<file path="config.mk">
export PLATFORM = sky130hd
export DESIGN_NAME = morse_element_keyer_core
export DESIGN_NICKNAME = d
export VERILOG_FILES = /design/src/design/mek_pkg.sv /design/src/design/morse_element_keyer_core.sv /design/src/design/mek_ctrl.sv /design/src/design/mek_dpath.sv
export SDC_FILE = /design/constraint.sdc
export NUM_CORES = 1
export LEC_CHECK = 0
export BUFFER_PORTS_ARGS = -buffer_cell sky130_fd_sc_hd__buf_4
export CELL_PAD_IN_SITES_DETAIL_PLACEMENT = 0
export CELL_PAD_IN_SITES_GLOBAL_PLACEMENT = 1
export CORE_ASPECT_RATIO = 0.5
export CORE_MARGIN = 2
export CORE_UTILIZATION = 49
export CTS_CLUSTER_DIAMETER = 60
export DETAILED_ROUTE_END_ITERATION = 6
export PLACE_DENSITY = 0.88
export SETUP_SLACK_MARGIN = 0.05
export SLEW_MARGIN = 15
export SYNTH_ARGS = -nofsm -noshare
export SYNTH_HDL_FRONTEND = slang
export SYNTH_SLANG_ARGS = --single-unit
</file>
<file path="constraint.sdc">
create_clock -name clock -period 8.15 [get_ports clock]
set_input_delay 0.815 -clock clock [delete_from_list [all_inputs] [get_ports clock]]
set_output_delay 0.815 -clock clock [all_outputs]
set_load 0.01 [all_outputs]
</file>
<file path="src/design/mek_pkg.sv">
`timescale 1ns / 1ps
// ----------------------------------------------------------------------------
// mek_pkg
// Shared types and constants for the Morse element keyer: state and element
// encodings, the command and status bundles between controller and datapath.
// ----------------------------------------------------------------------------
package mek_pkg;

   // Field widths
   localparam int CODE_W = 8;
   localparam int WPM_W  = 6;
   localparam int SEC_W  = 8;
   localparam int TICK_W = 5;
   localparam int DUR_W  = 10;

   // Timing constants
   localparam logic [DUR_W-1:0]  MS_PER_SEC     = 10'd1000;
   localparam logic [DUR_W-1:0]  DUR_MAX        = 10'd1000;
   localparam logic [CODE_W-1:0] LONG_DAH_ABOVE = 8'd128;
   localparam logic [TICK_W-1:0] GUARD_TICKS    = 5'd12;

   // Restoring divider: one quotient bit per cycle
   localparam int DIV_STEPS = DUR_W;
   localparam int DIV_CNT_W = $clog2(DIV_STEPS);
   localparam logic [DIV_CNT_W-1:0] DIV_LAST = DIV_CNT_W'(DIV_STEPS - 1);

   // Element unit counts
   localparam logic [WPM_W-1:0] UNITS_DIT   = 6'd1;
   localparam logic [WPM_W-1:0] UNITS_DAH   = 6'd3;
   localparam logic [WPM_W-1:0] UNITS_GAP   = 6'd1;
   localparam logic [WPM_W-1:0] UNITS_FINAL = 6'd2;
   localparam logic [WPM_W-1:0] UNITS_WORD  = 6'd3;

   typedef enum logic [2:0] {
      ST_IDLE,
      ST_DIVIDE,
      ST_WORD,
      ST_KEY,
      ST_GAP,
      ST_FINAL
   } state_type;

   typedef enum logic [1:0] {
      EL_WORD,
      EL_KEY,
      EL_GAP,
      EL_FINAL
   } elem_type;

   // Controller to datapath
   typedef struct packed {
      logic     load;
      logic     div_step;
      logic     emit;
      elem_type elem;
      logic     shift;
   } cmd_type;

   // Datapath to controller
   typedef struct packed {
      logic guard_ok;
      logic div_done;
      logic code_zero;
      logic code_more;
      logic next_more;
      logic code_bit0;
      logic long_mode;
      logic rsp_free;
   } status_type;

endpackage

</file>
<file path="src/design/morse_element_keyer_core.sv">
`timescale 1ns / 1ps
// ----------------------------------------------------------------------------
// morse_element_keyer_core
// Turns one Morse character byte into its run of key-down / key-up elements
// with durations of (1000/wpm)*units ms, subject to a keying time guard.
//
//   channel  | direction | transaction carries
//   ---------+-----------+----------------------------------------------------
//   req_     | in        | char_code, speed_wpm, seconds_now, tick_left, key_limit
//   rsp_     | out       | key_on, duration_ms, last (up to 15 per character)
//
// A character is accepted, runs through the bit-serial divider, then issues its
// elements in order; a zero bit in long-dah mode issues no key element.
// A character failing the guard is taken and produces nothing.
// Reset clears the controller and the result valid; no sweep is needed.
// A stalled rsp_ holds the element sequencer; req_ready is high only between
// characters.
// ----------------------------------------------------------------------------
module morse_element_keyer_core (
   input  logic                        clock,
   input  logic                        reset,
   input  logic                        req_valid,
   output logic                        req_ready,
   input  logic [mek_pkg::CODE_W-1:0]  req_char_code,
   input  logic [mek_pkg::WPM_W-1:0]   req_speed_wpm,
   input  logic [mek_pkg::SEC_W-1:0]   req_seconds_now,
   input  logic [mek_pkg::TICK_W-1:0]  req_tick_left,
   input  logic [mek_pkg::SEC_W-1:0]   req_key_limit,
   output logic                        rsp_valid,
   input  logic                        rsp_ready,
   output logic                        rsp_key_on,
   output logic [mek_pkg::DUR_W-1:0]   rsp_duration_ms,
   output logic                        rsp_last
);
   import mek_pkg::*;

   cmd_type    cmd;
   status_type status;

   mek_ctrl u_ctrl (
      .clock     (clock),
      .reset     (reset),
      .req_valid (req_valid),
      .req_ready (req_ready),
      .status    (status),
      .cmd       (cmd)
   );

   mek_dpath u_dpath (
      .clock           (clock),
      .reset           (reset),
      .req_char_code   (req_char_code),
      .req_speed_wpm   (req_speed_wpm),
      .req_seconds_now (req_seconds_now),
      .req_tick_left   (req_tick_left),
      .req_key_limit   (req_key_limit),
      .rsp_valid       (rsp_valid),
      .rsp_ready       (rsp_ready),
      .rsp_key_on      (rsp_key_on),
      .rsp_duration_ms (rsp_duration_ms),
      .rsp_last        (rsp_last),
      .cmd             (cmd),
      .status          (status)
   );

endmodule

</file>
<file path="src/design/mek_ctrl.sv">
`timescale 1ns / 1ps
// ----------------------------------------------------------------------------
// mek_ctrl
// Controller: sequences divide, optional word space, key/gap pairs per code
// bit and the closing character gap.
// ----------------------------------------------------------------------------
module mek_ctrl (
   input  logic                clock,
   input  logic                reset,
   input  logic                req_valid,
   output logic                req_ready,
   input  mek_pkg::status_type status,
   output mek_pkg::cmd_type    cmd
);
   import mek_pkg::*;

   state_type state_ff;
   state_type state_in;

   // State register
   always_ff @(posedge clock) begin
      if (reset) begin
         state_ff <= ST_IDLE;
      end else begin
         state_ff <= state_in;
      end
   end

   // Next state
   always_comb begin
      state_in = state_ff;
      case (state_ff)
         ST_IDLE: begin
            if (req_valid && status.guard_ok) begin
               state_in = ST_DIVIDE;
            end
         end
         ST_DIVIDE: begin
            if (status.div_done) begin
               if (status.code_zero) begin
                  state_in = ST_WORD;
               end else if (status.code_more) begin
                  state_in = ST_KEY;
               end else begin
                  state_in = ST_FINAL;
               end
            end
         end
         ST_WORD: begin
            if (status.rsp_free) begin
               state_in = ST_FINAL;
            end
         end
         ST_KEY: begin
            // long-dah zero bits send no key element
            if ((status.long_mode && !status.code_bit0) || status.rsp_free) begin
               state_in = ST_GAP;
            end
         end
         ST_GAP: begin
            if (status.rsp_free) begin
               state_in = status.next_more ? ST_KEY : ST_FINAL;
            end
         end
         ST_FINAL: begin
            if (status.rsp_free) begin
               state_in = ST_IDLE;
            end
         end
         default: begin
            state_in = ST_IDLE;
         end
      endcase
   end

   // Outputs
   always_comb begin
      req_ready    = 1'b0;
      cmd.load     = 1'b0;
      cmd.div_step = 1'b0;
      cmd.emit     = 1'b0;
      cmd.elem     = EL_GAP;
      cmd.shift    = 1'b0;
      case (state_ff)
         ST_IDLE: begin
            req_ready = 1'b1;
            cmd.load  = req_valid;
         end
         ST_DIVIDE: begin
            cmd.div_step = 1'b1;
         end
         ST_WORD: begin
            cmd.elem = EL_WORD;
            cmd.emit = status.rsp_free;
         end
         ST_KEY: begin
            cmd.elem = EL_KEY;
            cmd.emit = status.rsp_free && !(status.long_mode && !status.code_bit0);
         end
         ST_GAP: begin
            cmd.elem  = EL_GAP;
            cmd.emit  = status.rsp_free;
            cmd.shift = status.rsp_free;
         end
         ST_FINAL: begin
            cmd.elem = EL_FINAL;
            cmd.emit = status.rsp_free;
         end
         default: begin
            req_ready = 1'b0;
         end
      endcase
   end

   // Checks
   a_emit_free: assert property (@(posedge clock) disable iff (reset)
      cmd.emit |-> status.rsp_free)
      else $error("element emitted over an untaken result");

   a_div_exit: assert property (@(posedge clock) disable iff (reset)
      (state_ff == ST_DIVIDE && status.div_done) |=> state_ff != ST_DIVIDE)
      else $error("divider did not hand over after last step");

   a_final_idle: assert property (@(posedge clock) disable iff (reset)
      (cmd.emit && cmd.elem == EL_FINAL) |=> state_ff == ST_IDLE)
      else $error("character gap not followed by idle");

endmodule

</file>
<file path="src/design/mek_dpath.sv">
`timescale 1ns / 1ps
// ----------------------------------------------------------------------------
// mek_dpath
// Datapath: guard compare, bit-serial 1000/wpm divider, code shifter,
// duration multiply with saturation and the result output register.
// ----------------------------------------------------------------------------
module mek_dpath (
   input  logic                                clock,
   input  logic                                reset,
   input  logic [mek_pkg::CODE_W-1:0]          req_char_code,
   input  logic [mek_pkg::WPM_W-1:0]           req_speed_wpm,
   input  logic [mek_pkg::SEC_W-1:0]           req_seconds_now,
   input  logic [mek_pkg::TICK_W-1:0]          req_tick_left,
   input  logic [mek_pkg::SEC_W-1:0]           req_key_limit,
   output logic                                rsp_valid,
   input  logic                                rsp_ready,
   output logic                                rsp_key_on,
   output logic [mek_pkg::DUR_W-1:0]           rsp_duration_ms,
   output logic                                rsp_last,
   input  mek_pkg::cmd_type                    cmd,
   output mek_pkg::status_type                 status
);
   import mek_pkg::*;

   logic [CODE_W-1:0]    code_ff;
   logic                 long_ff;
   logic [WPM_W-1:0]     wpm_ff;
   logic [WPM_W-1:0]     wpm_adj;
   logic [WPM_W-1:0]     rem_ff, rem_in;
   logic [DUR_W-1:0]     quo_ff, quo_in;
   logic [DIV_CNT_W-1:0] cnt_ff;
   logic [WPM_W:0]       trial;
   logic [WPM_W:0]       diff;
   logic                 ge;
   logic [WPM_W-1:0]     units;
   logic [15:0]          prod;
   logic [DUR_W-1:0]     dur;
   logic                 rsp_valid_ff;
   logic                 key_ff;
   logic [DUR_W-1:0]     dur_ff;
   logic                 last_ff;

   // Speed zero behaves as one
   assign wpm_adj = (req_speed_wpm == '0) ? WPM_W'(1) : req_speed_wpm;

   // Divider step: shift in next dividend bit, subtract if it fits
   always_comb begin
      trial  = {rem_ff, quo_ff[DUR_W-1]};
      diff   = trial - {1'b0, wpm_ff};
      ge     = (trial >= {1'b0, wpm_ff});
      rem_in = ge ? diff[WPM_W-1:0] : trial[WPM_W-1:0];
      quo_in = {quo_ff[DUR_W-2:0], ge};
   end

   // Operand and divider registers
   always_ff @(posedge clock) begin
      if (cmd.load) begin
         code_ff <= req_char_code;
         long_ff <= (req_char_code > LONG_DAH_ABOVE);
         wpm_ff  <= wpm_adj;
         rem_ff  <= '0;
         quo_ff  <= MS_PER_SEC;
         cnt_ff  <= '0;
      end else begin
         if (cmd.div_step) begin
            rem_ff <= rem_in;
            quo_ff <= quo_in;
            cnt_ff <= cnt_ff + DIV_CNT_W'(1);
         end
         if (cmd.shift) begin
            code_ff <= code_ff >> 1;
         end
      end
   end

   // Element length in units
   always_comb begin
      case (cmd.elem)
         EL_WORD:  units = UNITS_WORD;
         EL_KEY:   units = long_ff ? wpm_ff : (code_ff[0] ? UNITS_DAH : UNITS_DIT);
         EL_GAP:   units = UNITS_GAP;
         EL_FINAL: units = UNITS_FINAL;
         default:  units = UNITS_GAP;
      endcase
   end

   // Duration with saturation; quo_ff holds the unit length in ms
   always_comb begin
      prod = 16'(quo_ff) * 16'(units);
      dur  = (prod > 16'(DUR_MAX)) ? DUR_MAX : prod[DUR_W-1:0];
   end

   // Result register
   always_ff @(posedge clock) begin
      if (reset) begin
         rsp_valid_ff <= 1'b0;
      end else if (cmd.emit) begin
         rsp_valid_ff <= 1'b1;
      end else if (rsp_ready) begin
         rsp_valid_ff <= 1'b0;
      end
   end

   always_ff @(posedge clock) begin
      if (cmd.emit) begin
         key_ff  <= (cmd.elem == EL_KEY);
         dur_ff  <= dur;
         last_ff <= (cmd.elem == EL_FINAL);
      end
   end

   assign rsp_valid       = rsp_valid_ff;
   assign rsp_key_on      = key_ff;
   assign rsp_duration_ms = dur_ff;
   assign rsp_last        = last_ff;

   // Status to controller
   always_comb begin
      status.guard_ok  = (req_seconds_now < req_key_limit) ||
                         ((req_seconds_now == req_key_limit) &&
                          (req_tick_left >= GUARD_TICKS));
      status.div_done  = (cnt_ff == DIV_LAST);
      status.code_zero = (code_ff == '0);
      status.code_more = |code_ff[CODE_W-1:1];
      status.next_more = |code_ff[CODE_W-1:2];
      status.code_bit0 = code_ff[0];
      status.long_mode = long_ff;
      status.rsp_free  = !rsp_valid_ff || rsp_ready;
   end

   // Checks
   a_emit_valid: assert property (@(posedge clock) disable iff (reset)
      cmd.emit |=> rsp_valid_ff)
      else $error("emitted element not presented");

   a_last_space: assert property (@(posedge clock) disable iff (reset)
      (rsp_valid_ff && last_ff) |-> !key_ff)
      else $error("final element keyed down");

   a_dur_cap: assert property (@(posedge clock) disable iff (reset)
      rsp_valid_ff |-> (dur_ff <= DUR_MAX))
      else $error("duration above cap");

endmodule
</file>
# --- Yosys cells after proc, flatten, opt, wreduce, memory -nomap -nowiden ---
# Cells that the tools add are included.
totals:
  regBits: 51
  in_bits: 39
  out_inout_bits: 14
  word_cells: 77
op_classes:
  n_addsub: 2
  n_mul: 1
  order_cmp: 5
  n_eq_ne: 16
  muxes: 23
  reduce_logical: 19
op_table:
  columns: ["op", "count"]
  rows:
  - ["$mux 3", 9]
  - ["$pmux 6 s4", 1]
  - ["$pmux 3 s6", 1]
  - ["$gt 16x10->1 const B", 1]
  - ["$mul 10x6->16", 1]
  - ["$mux 8", 2]
  - ["$mux 6", 2]
  - ["$pmux 3 s4", 1]
  - ["$ne 2x1->1 const B", 5]
  - ["$eq 8x8->1", 1]
  - ["$gt 8x8->1 const B", 1]
  - ["$logic_not 8->1", 1]
  - ["$lt 8x8->1", 1]
  - ["$ge 7x6->1", 1]
  - ["$reduce_or 7->1", 1]
  - ["$eq 3x2->1 const B", 2]
  - ["$eq 3x3->1 const B", 2]
  - ["$logic_not 6->1", 1]
  - ["$mux 1", 6]
  - ["$reduce_and 6->1", 1]
  - ["$reduce_or 6->1", 1]
  - ["$sub 6x6->6", 1]
  - ["$ge 5x4->1 const B", 1]
  - ["$add 4x1->4 const B", 1]
  - ["other kinds (12)", 21]

# --- Depth between registers and ports, before layout ---
# Gate-level depths: netlist (run 1).
depth:
  ltp_word: 9
  mapped_depth: 18
  mapped_depth_nobuf: 17

# --- By module ---
# A second synthesis (run 1) with hierarchy kept.
unflattened:
  cells_unflattened: 528
  area_unflattened_um2: 4865.9
modules_own_cells:
  columns: ["mod", "n_inst", "cells_each", "area_each_um2", "seq_area_each_um2"]
  rows:
  - ["mek_dpath", 1, 489, 4534.3, 1231.2]
  - ["mek_ctrl", 1, 39, 331.6, 60.1]

# --- Worst setup path after synthesis (run 1) ---
# No wires, ideal clock.
synth_path:
  kind: "register -> register"
  from: "reg u_ctrl.state_ff[1]"
  to: "reg u_dpath.dur_ff[6] (netlist: u_dpath.rsp_duration_ms[6]), data pin"
  setup_ns: 0.272
  arrival_time_ns: 4.744
  required_time_ns: 7.878
  slack_ns: 3.134
  stages_incl_launch_ff: 18
  path_buffers: 2
  period_less_slack_ns: 5.016
  cell_sequence: "dfxtp_1 clkbuf_1 nor2b_1 and3_1 clkbuf_1 and3_1 fa_1 fa_1 inv_1 fa_1 inv_1 ha_1 a21oi_2 nand2_1 o21ai_1 or2b_1 a21o_1 or4b_1"
synth_between:
  elab_chain_cells: 6
  elab_cells_between_ends: 12
  cone_classes: "1 x mul; 1 x order compare; 7 x eq/ne; 2 x mux; 1 x reduce/logical"
synth_rtl:
  columns: ["element", "line_no", "text"]
  rows:
  - ["from (decl)", "mek_ctrl.sv:17", "state_type state_ff;"]
  - ["from (signal assigned)", "mek_ctrl.sv:25", "state_ff <= state_in;"]
  - ["$eq 3x3->1 or $eq 3x2->1 (tied branches)", "mek_ctrl.sv:84", "case (state_ff)"]
  - ["$pmux 3 s4 (*)", "mek_ctrl.sv:84", null]
  - ["$eq 2x2->1 (tied with other cells)", "mek_dpath.sv:78", "case (cmd.elem)"]
  - ["$pmux 6 s4 (*)", "mek_dpath.sv:78", null]
  - ["$mul 10x6->16 (*)", "mek_dpath.sv:89", "prod = 16'(quo_ff) * 16'(units);"]
  - ["$gt 16x10->1", "mek_dpath.sv:90", "dur = (prod > 16'(DUR_MAX)) ? DUR_MAX : prod[DUR_W-1:0];"]
  - ["to (signal assigned)", "mek_dpath.sv:107", "dur_ff <= dur;"]
  - ["to (decl)", "mek_dpath.sv:40", "logic [DUR_W-1:0] dur_ff;"]
# Every way passes the cells marked *; elsewhere a longest branch is shown, timed or not.
# A chain may end at the register's enable or synchronous reset.

# --- Worst setup path in the final report (run 1) ---
layout_path:
  from: "reg u_ctrl.state_ff[1]"
  to: "reg u_dpath.dur_ff[7] (netlist: u_dpath.rsp_duration_ms[7]), data pin"
# Same word-level chain as after synthesis.

==> out/qor.yml, run 1 <==
timing:
  period_minus_slack_ns: 5.81
  setup_viol: 0
  slew_violations: 0
  clock_skew_ns: 0.00640
  timing.setup.tns_ns: 0
  period_share: 0.713
  relSlewSlack: 0.264
  clock.fmax_ghz: 0.172
  hold_viol_final: 0
  hold_ws_ns: 0.461
  worst_pin_slew_ns: 1.10
  rsz0062_at_grt: "false"
floorplanning:
  io_pins: 53
  rows: 25
  die_x_um: 142
  coreArea_um2: 9350
  die_h_um: 72.9
  die-area_um2: 10300
  initial_core_util: 0.498
synth:
  syn_nets: 643
  mappedNetlistArea_um2: 4660
  ys_seq_area_frac: 0.277
  ys_warn_count: 0
  synthArstFlopShare: 0
  post_synth.cell_area_avg_um2: 8.78
  synth_edf_count: 27
  synth_ff_type: "edfxtp_1"
  synth_seq_cells: 51
  yosysUniqueCellTypes: 62
  synth_cells: 530
status:
  status: "complete, no violations"
pwr:
  vdd_ir_drop_max_mv: 0.135
  p_total_mw: 1.57
  powerDensity_nw_per_um2: 297
  p_leak_nw: 2.57
setup_path:
  critPathRequiredTime_ns: 8.18
  crit_arrival_ns: 5.84
  cp_num_buf_inv: 1
  crit_family: "simple AND/OR/NAND/NOR gates"
  path_cells: "nor2b_1 > and3_1 > and2_1 > nand2_1 > fa_1 > fa_1 > fa_1 > inv_1 > ha_1 > a2111oi_2 > o21ai_1 > nand4_1 > nand3b_4 > a21o_1 > or4b_1"
  cp_max_fo: 33
  cp_slowest_cell: "and3_1"
  crit_top_cell: "fa_1"
  critPathCaptureType: "flip-flop"
  start_kind: "flip-flop"
  crit_type: "reg2reg"
  max_stage_delay_ns: 0.76
grt:
  grt_overflow: 0
  grt_first_pass_wirelength_um: 16800
  track_usage: 0.201
  grt_pass1_vias: 3747
  grt_max_degree: 34
  antenna_found_initial: 0
clocking:
  tritoncts: "built"
  clock-sinks: 51
  root_buffer: "clkbuf_16"
  htree_levels: 2
  postCtsSetupBuffers: 0
  clkTransAtPathRegs_ns: 0.07
  numCtsBuffers: 5
  ctsHoldBuffers: 0
  post_cts_resized: 0
  cts_max_path_buffers: 2
  insertion_delay_ns: 0.29
detailed_routing:
  detail-route-antenna-nets: 0
  via_per_inst: 5.36
  initialDrtViolationCount: 171
  drt_wl_total_um: 9670
  detail_route.first_pass.iterations: 4
  vias: 3713
  drc: 0
  wire_per_inst_um: 13.9
flow_run:
  maxCapViolations: 0
layout:
  instances_no_fill: 693
  antennaDiodeCount: 0
  drive_above_1_share: 0.126
  finish.utilization: 0.564
  final_nets: 684
  syn_to_final_growth_pct: 13.4
hold_path:
  hold_class: "reg2reg"
place:
  gp_congestion: 0.794
  port_buffers: 50
  hpwlAfterDp_um: 7450
  dp.cells: 685
[power by group]
group	switching, mW	leakage, nW	internal, mW	total (mW)
registers	0.0987	0.452	0.398	0.496
clock network	0.0937	0.0710	0.115	0.209
logic	0.496	2.05	0.366	0.862
total	0.688	2.57	0.879	1.57
[cell usage in the layout (no fill, tap or decap), types with 3 or more instances in the layout]
cell type and count:
and2_1 14, clkbuf_16 5, or4_1 3, a21o_1 5
nor2_1 26, edfxtp_1 27, o21ai_0 14, fa_1 34
nand3_1 12, nand2b_1 6, nand4_1 10, inv_1 71
ha_1 40, nand2_1 71, nor3_1 8, a211oi_1 4
dfxtp_1 24, o21a_1 5, xnor2_1 3, mux2i_1 6
and3_1 31, or3_1 3, nor2b_1 14, buf_4 51
o22ai_1 3, xor2_1 7, a21oi_1 27, o211ai_1 3
[final cells by class]
cell class / instances / area (um2)
Clock buffer: 6 / 129
Clock inverter: 2 / 17.5
Fill cell: 871 / 4080
Inverter: 72 / 270
Multi-Input combinational cell: 390 / 3040
Sequential cell: 51 / 1290
Tap cell: 121 / 151
Timing Repair Buffer: 51 / 383
[path summary, 6_finish.rpt]
kind,from,to,slack [ns],cells past startpoint
worst max-delay path,u_ctrl.state_ff[1],u_dpath.rsp_duration_ms[7],2.34,15
worst min register to register,u_dpath.rem_ff[5],u_dpath.rem_ff[5],0.46,2
worst min-delay path,u_dpath.rem_ff[5],u_dpath.rem_ff[5],0.46,2
worst max register to register,u_ctrl.state_ff[1],u_dpath.rsp_duration_ms[7],2.34,15
[state kept, by name, indices dropped and copies added (netlist names), 3 cells and up]
name and count:
u_dpath.quo_ff 10, u_dpath.wpm_ff 6, u_dpath.rem_ff 6, u_dpath.cnt_ff 4
u_ctrl.state_ff 3, u_dpath.rsp_duration_ms 10, u_dpath.code_ff 8
[cells by family (layout without fill, tap and decap cells)]
group                    count (synthesis)  after routing  share of synthesized area
AO/OA/AOI/OAI                           86             86                      0.123
XOR/XNOR                                10             10                     0.0188
adder cells (fa/ha/maj)                 74             74                      0.254
buffers and inverters                   89            131                     0.0720
flip-flops                              51             51                      0.277
multiplexers                             7              7                     0.0153
AND/OR/NAND/NOR                        213            213                      0.240
[cell usage after synthesis (all sizes together), types with 7 or more instances]
cell type	count	area (um2)
inv	71	267
nand2	71	267
ha	40	500
fa	34	681
and3	31	194
a21oi	30	169
edfxtp	27	811
nor2	26	97.6
dfxtp	24	480
o21ai	17	88.8
clkbuf	16	60.1
and2	14	87.6
nor2b	14	87.6
nand3	12	60.1
nand4	10	62.6
nor3	8	40.0
xor2	7	61.3
[worst register-to-register path: stages (launching register included)]
cell and delay [ns]:
dfxtp_1 0.57, nor2b_1 0.32, and3_1 0.76, and2_1 0.33, nand2_1 0.11, fa_1 0.52
fa_1 0.51, fa_1 0.54, inv_1 0.04, ha_1 0.37, a2111oi_2 0.37, o21ai_1 0.15
nand4_1 0.16, nand3b_4 0.08, a21o_1 0.21, or4b_1 0.51
[per-stage QoR]
step                instance area [um2]  setup slack, ns
floorplan                          4660             3.13
global placement                   5130             2.46
detailed placement                 5130             2.41
CTS                                5280             2.40
global route                       5280             1.84
finish                             5280             2.34
[routing by layer]
metal	GRT usage	share of wire
met1	0.264	0.50
met2	0.347	0.45
met3	0.0407	0.042
met4	0.0467	0.012
met5	0	0
Power figures use the tool's default switching activity.
==> inputs of run 2 (changes only) <==
Settings changed: CORE_UTILIZATION 49 to 46, PLACE_DENSITY 0.88 to 0.83.
Clock period 8.15 ns to 5.8 ns, I/O delays scaled along.
==> run 2 against run 1 <==
- clock power is 56% higher
- highest routed layer unchanged
- non-clock buffer count is 3 higher
- sequential power is 38% higher
- worst setup slack worse by 1.8 ns
- clock skew is 0.0013 ns higher
- sequential share of layout area is 0.28 points lower
- die area is 6.3% higher
- cell count is 2.5% higher
- critical endpoint unchanged
- routed wire length is 0.99% higher
- maximum frequency is 10% higher
- combinational power is 44% higher
- register-to-register slack worse by 1.8 ns
==> out/qor.yml, run 2 (synthesis results as in run 1) <==
status:
  status: "complete, no violations"  # unchanged
layout:
  syn_to_final_growth_pct: 14.7  # was 13.4%
  antennaDiodeCount: 0  # unchanged
  final_nets: 687  # was 684
  fillers: 925  # was 871
  layout_common_cells: "inv_1, nand2_1, buf_4"  # unchanged
  drive_above_1_share: 0.134  # was 0.126
setup_path:
  cp_slowest_cell: "dfxtp_1"  # was and3_1
  max_stage_delay_ns: 0.59  # was 0.76 ns
  critPathLaunch: "u_ctrl.state_ff[2]"  # was u_ctrl.state_ff[1]
  path_cells: "nor2b_1 > and3_2 > buf_4 > and3_1 > fa_1 > fa_1 > inv_1 > fa_1 > inv_1 > ha_1 > nor2_1 > a211oi_2 > o21ai_1 > or2b_1 > a21o_1 > or4b_1"  # was nor2b_1 > and3_1 > and2_1 > nand2_1 > fa_1 > fa_1 > fa_1 > inv_1 > ha_1 > a2111oi_2 > o21ai_1 > nand4_1 > nand3b_4 > a21o_1 > or4b_1
  critPathCaptureType: "flip-flop"  # unchanged
  critPathRequiredTime_ns: 5.83  # was 8.18 ns
  start_kind: "flip-flop"  # unchanged
  crit_arrival_ns: 5.30  # was 5.84 ns
  crit_top_cell: "fa_1"  # unchanged
  crit_type: "reg2reg"  # unchanged
  cp_max_fo: 18  # was 33
  rr_startpoint: "u_ctrl.state_ff[2]"  # was u_ctrl.state_ff[1]
timing:
  period_share: 0.910  # was 0.713
  rsz0062_at_grt: "false"  # unchanged
  setup_viol: 0  # unchanged
  clock_skew_ns: 0.00769  # was 0.00640 ns
  clock.fmax_ghz: 0.190  # was 0.172 GHz
  slew_violations: 0  # unchanged
  hold_viol_final: 0  # unchanged
  hold_ws_ns: 0.462  # was 0.461 ns
  timing.setup.tns_ns: 0  # unchanged
  relSlewSlack: 0.268  # was 0.264
  worst_pin_slew_ns: 1.09  # was 1.10 ns
  period_minus_slack_ns: 5.28  # was 5.81 ns
clocking:
  insertion_delay_ns: 0.29  # about the same
  htree_levels: 2  # unchanged
  numCtsBuffers: 5  # unchanged
  ctsHoldBuffers: 0  # unchanged
  clkTransAtPathRegs_ns: 0.07  # about the same
  tritoncts: "built"  # unchanged
  clock-sinks: 51  # unchanged
  root_buffer: "clkbuf_16"  # unchanged
  cts_max_path_buffers: 2  # unchanged
pwr:
  powerDensity_nw_per_um2: 421  # was 297 nW/um2
  p_leak_nw: 2.60  # was 2.57 nW
  vdd_ir_drop_max_mv: 0.157  # was 0.135 mV
detailed_routing:
  wire_per_inst_um: 13.7  # was 13.9 um
  detail-route-antenna-nets: 0  # unchanged
  drt_wl_total_um: 9760  # was 9670 um
  vias: 3655  # was 3713
  drc: 0  # unchanged
  detail_route.first_pass.iterations: 4  # unchanged
  via_per_inst: 5.15  # was 5.36
  initialDrtViolationCount: 188  # was 171
grt:
  grt_first_pass_wirelength_um: 16500  # was 16800 um
  grt_pass1_vias: 3556  # was 3747
  track_usage: 0.188  # was 0.201
  grt_max_degree: 25  # was 34
  antenna_found_initial: 0  # unchanged
  grt_overflow: 0  # unchanged
floorplanning:
  die_h_um: 75.1  # was 72.9 um
  coreArea_um2: 9630  # was 9350 um2
  die_x_um: 146  # was 142 um
  rows: 25  # unchanged
  initial_core_util: 0.483  # was 0.498
  io_pins: 53  # unchanged
  die-area_um2: 11000  # was 10300 um2
place:
  gp_congestion: 0.813  # was 0.794
  hpwlAfterDp_um: 7570  # was 7450 um
  port_buffers: 50  # unchanged
hold_path:
  hold_class: "reg2reg"  # unchanged
  hold_start: "u_dpath.rem_ff[5]"  # unchanged
flow_run:
  maxCapViolations: 0  # unchanged
## run 2: changes by cell type in the layout (fill, tap and decap cells not counted), sizes merged
cell    delta
clkinv     -2
buf        +3
inv        +1
clkbuf     +1
## run 2: layer usage
layer	vias to the layer above	wire, um	GRT usage
li1	1891	-	-
met1	1684	4910	0.257
met2	76	4310	0.320
met3	4	478	0.0358
met4	0	57	0.0367
met5	-	0	0
## run 2: path summary, 6_finish.rpt
path / to / slack [ns] / depth (start not counted)
setup / recovery: u_dpath.rsp_duration_ms[7] / 0.52 / 16
hold / removal: u_dpath.rem_ff[5] / 0.46 / 2
setup reg to reg: u_dpath.rsp_duration_ms[7] / 0.52 / 16
hold reg to reg: u_dpath.rem_ff[5] / 0.46 / 2
## run 2: critical path, delay by kind of cell (launching register included)
kind / cells / cell delay (ns)
compound gates: 3 / 0.50
flops: 1 / 0.59
buf+inv: 3 / 0.31
simple gates: 6 / 1.67
fa+ha+maj: 4 / 1.93
## run 2: timing repair
| item | in CTS | in global routing |
|---|---|---|
| buffers inserted | 0 | 0 |
| gates resized for setup | 0 | 2 |
| endpoints found under the setup margin | 0 | 3 |
## run 2: final cells by class
type | count | area [um2] | share of cell area
Multi-Input combinational cell | 390 | 3040 | 0.569
Sequential cell | 51 | 1290 | 0.242
Clock buffer | 7 | 154 | 0.0288
Tap cell | 135 | 169 | 0.0316
Clock inverter | 1 | 8.76 | 0.00164
Timing Repair Buffer | 54 | 405 | 0.0759
Inverter | 72 | 270 | 0.0506
## run 2: report_power, final
part           leakage (nW)  switching, mW  internal (mW)
registers             0.452          0.127          0.558
clock network        0.0797          0.138          0.188
logic                  2.07          0.713          0.524
total                  2.60          0.978           1.27
## run 2: through the flow
| stage | cells | power [mW] | util | worst slack (ns) | instance area (um2) |
|---|---|---|---|---|---|
| after floorplan | 530 | 1.59 | - | 0.784 | 4660 |
| after global placement | 702 | 1.91 | 0.537 | 0.431 | 5170 |
| after detailed placement | 702 | 1.93 | 0.537 | 0.366 | 5170 |
| after CTS | 710 | 2.26 | 0.554 | 0.352 | 5330 |
| after global routing | 710 | 2.48 | 0.554 | 0.117 | 5340 |
| final | 710 | 2.25 | 0.554 | 0.525 | 5340 |
==> inputs of run 3 (changes only) <==
Clock period 5.8 ns to 4.86 ns, I/O delays scaled along.
==> run 3 against run 2 <==
- clock skew fell by 0.0012 ns
- worst hold slack got worse by 0.090 ns
- sequential cell count did not move
- non-clock buffer count rose by 36
- total power rose by 34%
- maximum frequency rose by 13%
- die area did not move
- count of clock-buffer cells in the layout fell by 2
- critical path type unchanged
- critical endpoint is now u_dpath.rsp_duration_ms[6]
- highest routed layer unchanged
==> out/qor.yml, run 3 (synthesis results as in run 1) <==
floorplanning:
  initial_core_util: 0.483  # unchanged
  rows: 25  # unchanged
  die_x_um: 146  # unchanged
  coreArea_um2: 9630  # unchanged
  die-area_um2: 11000  # unchanged
  die_h_um: 75.1  # unchanged
  io_pins: 53  # unchanged
clocking:
  htree_levels: 2  # unchanged
  cts_max_path_buffers: 2  # unchanged
  clkTransAtPathRegs_ns: 0.07  # about the same
  clock-sinks: 51  # unchanged
  tritoncts: "built"  # unchanged
  root_buffer: "clkbuf_16"  # unchanged
  insertion_delay_ns: 0.30  # was 0.29 ns
  numCtsBuffers: 5  # unchanged
flow_run:
  maxCapViolations: 0  # unchanged
place:
  port_buffers: 50  # unchanged
  dpl_cell_area_um2: 5390  # was 5170 um2
  gp_congestion: 0.832  # was 0.813
  dp.cells: 730  # was 702
  hpwlAfterDp_um: 7810  # was 7570 um
  dp_slack_ns: -0.0585  # was 0.366 ns
setup_path:
  crit_arrival_ns: 4.69  # was 5.30 ns
  cp_max_fo: 15  # was 18
  reg2reg_slack_ns: 0.21  # was 0.52 ns
  rr_startpoint: "u_dpath.long_ff"  # was u_ctrl.state_ff[2]
  r2r-end: "u_dpath.rsp_duration_ms[6]"  # was u_dpath.rsp_duration_ms[7]
  r2r_cells: 14  # was 16
  critPathCaptureType: "flip-flop"  # unchanged
  crit_type: "reg2reg"  # unchanged
  start_kind: "flip-flop"  # unchanged
  critPathRequiredTime_ns: 4.90  # was 5.83 ns
status:
  status: "complete, no violations"  # unchanged
timing:
  relSlewSlack: 0.269  # was 0.268
  period_share: 0.957  # was 0.910
  clock_skew_ns: 0.00650  # was 0.00769 ns
  rsz0062_at_grt: "false"  # unchanged
  setup_viol: 0  # unchanged
  clock.fmax_ghz: 0.215  # was 0.190 GHz
  hold_viol_final: 0  # unchanged
  period_minus_slack_ns: 4.65  # was 5.28 ns
  slew_violations: 0  # unchanged
  layout_setup_ws_ns: 0.208  # was 0.525 ns
  worst_pin_slew_ns: 1.09  # about the same
  hold_ws_ns: 0.372  # was 0.462 ns
detailed_routing:
  via_per_inst: 5.14  # was 5.15
  detail-route-antenna-nets: 0  # unchanged
  detail_route.first_pass.iterations: 6  # was 4
  vias: 3831  # was 3655
  wire_per_inst_um: 13.7  # about the same
  drt_wl_total_um: 10200  # was 9760 um
  drc: 0  # unchanged
  initialDrtViolationCount: 154  # was 188
grt:
  grt_overflow: 0  # unchanged
  antenna_found_initial: 0  # unchanged
  grt_first_pass_wirelength_um: 16900  # was 16500 um
  grt_max_degree: 28  # was 25
  track_usage: 0.193  # was 0.188
  grt_pass1_vias: 3632  # was 3556
layout:
  final_nets: 723  # was 687
  instances_no_fill: 746  # was 710
  antennaDiodeCount: 0  # unchanged
  syn_to_final_growth_pct: 24.6  # was 14.7%
  layout_common_cells: "buf_4, inv_1, nand2_1"  # was inv_1, nand2_1, buf_4
  finish.utilization: 0.602  # was 0.554
  fin_area_um2: 5800  # was 5340 um2
  drive_above_1_share: 0.231  # was 0.134
  final_common_cell: "buf_4"
hold_path:
  hold_class: "in2reg"  # was reg2reg
  hold_start: "req_speed_wpm[4]"  # was u_dpath.rem_ff[5]
  hold_depth: 1  # was 2
  hold_end: "u_dpath.wpm_ff[4]"  # was u_dpath.rem_ff[5]
pwr:
  powerDensity_nw_per_um2: 520  # was 421 nW/um2
  p_leak_nw: 2.80  # was 2.60 nW
  vdd_ir_drop_max_mv: 0.201  # was 0.157 mV
==> run 3: changes by cell type in the layout (fill, tap and decap cells not counted), sizes merged <==
cell	change
buf	+36
inv	+1
clkbuf	-2
clkinv	+1
==> run 3: per-stage QoR <==
stage | total power, mW | setup TNS (ns)
finish | 3.01 | 0
global route | 3.30 | 0
CTS | 2.85 | 0
detailed placement | 2.44 | -0.106
global placement | 2.42 | -0.0164
floorplan | 1.91 | 0
==> run 3: final cells by class <==
cell class	count	area [um2]
Sequential cell	51	1290
Fill cell	863	3830
Tap cell	135	169
Inverter	72	270
Timing Repair Buffer	90	683
Clock buffer	5	125
Clock inverter	3	26.3
Multi-Input combinational cell	390	3240
==> run 3: worst max path at each step <==
| stage | end | depth (start not counted) | start |
|---|---|---|---|
| after global routing | u_dpath.rsp_duration_ms[6] | 16 | u_dpath.long_ff |
| after global placement | u_dpath.rsp_duration_ms[6] | 16 | u_ctrl.state_ff[1] |
| after CTS | u_dpath.rsp_duration_ms[6] | 15 | u_ctrl.state_ff[2] |
| after detailed placement | u_dpath.rsp_duration_ms[6] | 16 | u_ctrl.state_ff[1] |
| after floorplan | u_dpath.rsp_duration_ms[6] | 17 | u_ctrl.state_ff[1] |
| final | u_dpath.rsp_duration_ms[6] | 14 | u_dpath.long_ff |
==> run 3: critical path, stage by stage (launching register included) <==
cell      delay (ns)
edfxtp_1        0.45
and3_4          0.26
buf_6           0.15
and3_1          0.19
fa_1            0.51
fa_1            0.54
inv_1           0.05
fa_1            0.53
inv_1           0.06
ha_4            0.18
nor2_2          0.19
a211oi_4        0.10
or4_1           0.50
nand4_1         0.18
or4b_4          0.48
==> run 3: repair_timing <==
item / in CTS / in global routing
setup endpoints to repair: 3 / 10
pin swaps: 0 / 19
hold buffers: 0 / 0
buffers inserted: 0 / 8
gates resized for setup: 6 / 32
==> run 3: layer usage <==
layer,GRT usage,part of all wire
met3,0.0394,0.056
met4,0.0378,0.0035
met2,0.328,0.44
met1,0.264,0.50
met5,0,0
==> run 3: power breakdown <==
group          total, mW  internal [mW]  switching [mW]
Sequential         0.804          0.667           0.137
Clock              0.376          0.196           0.180
Combinational       1.83          0.865           0.970
Total               3.01           1.73            1.29
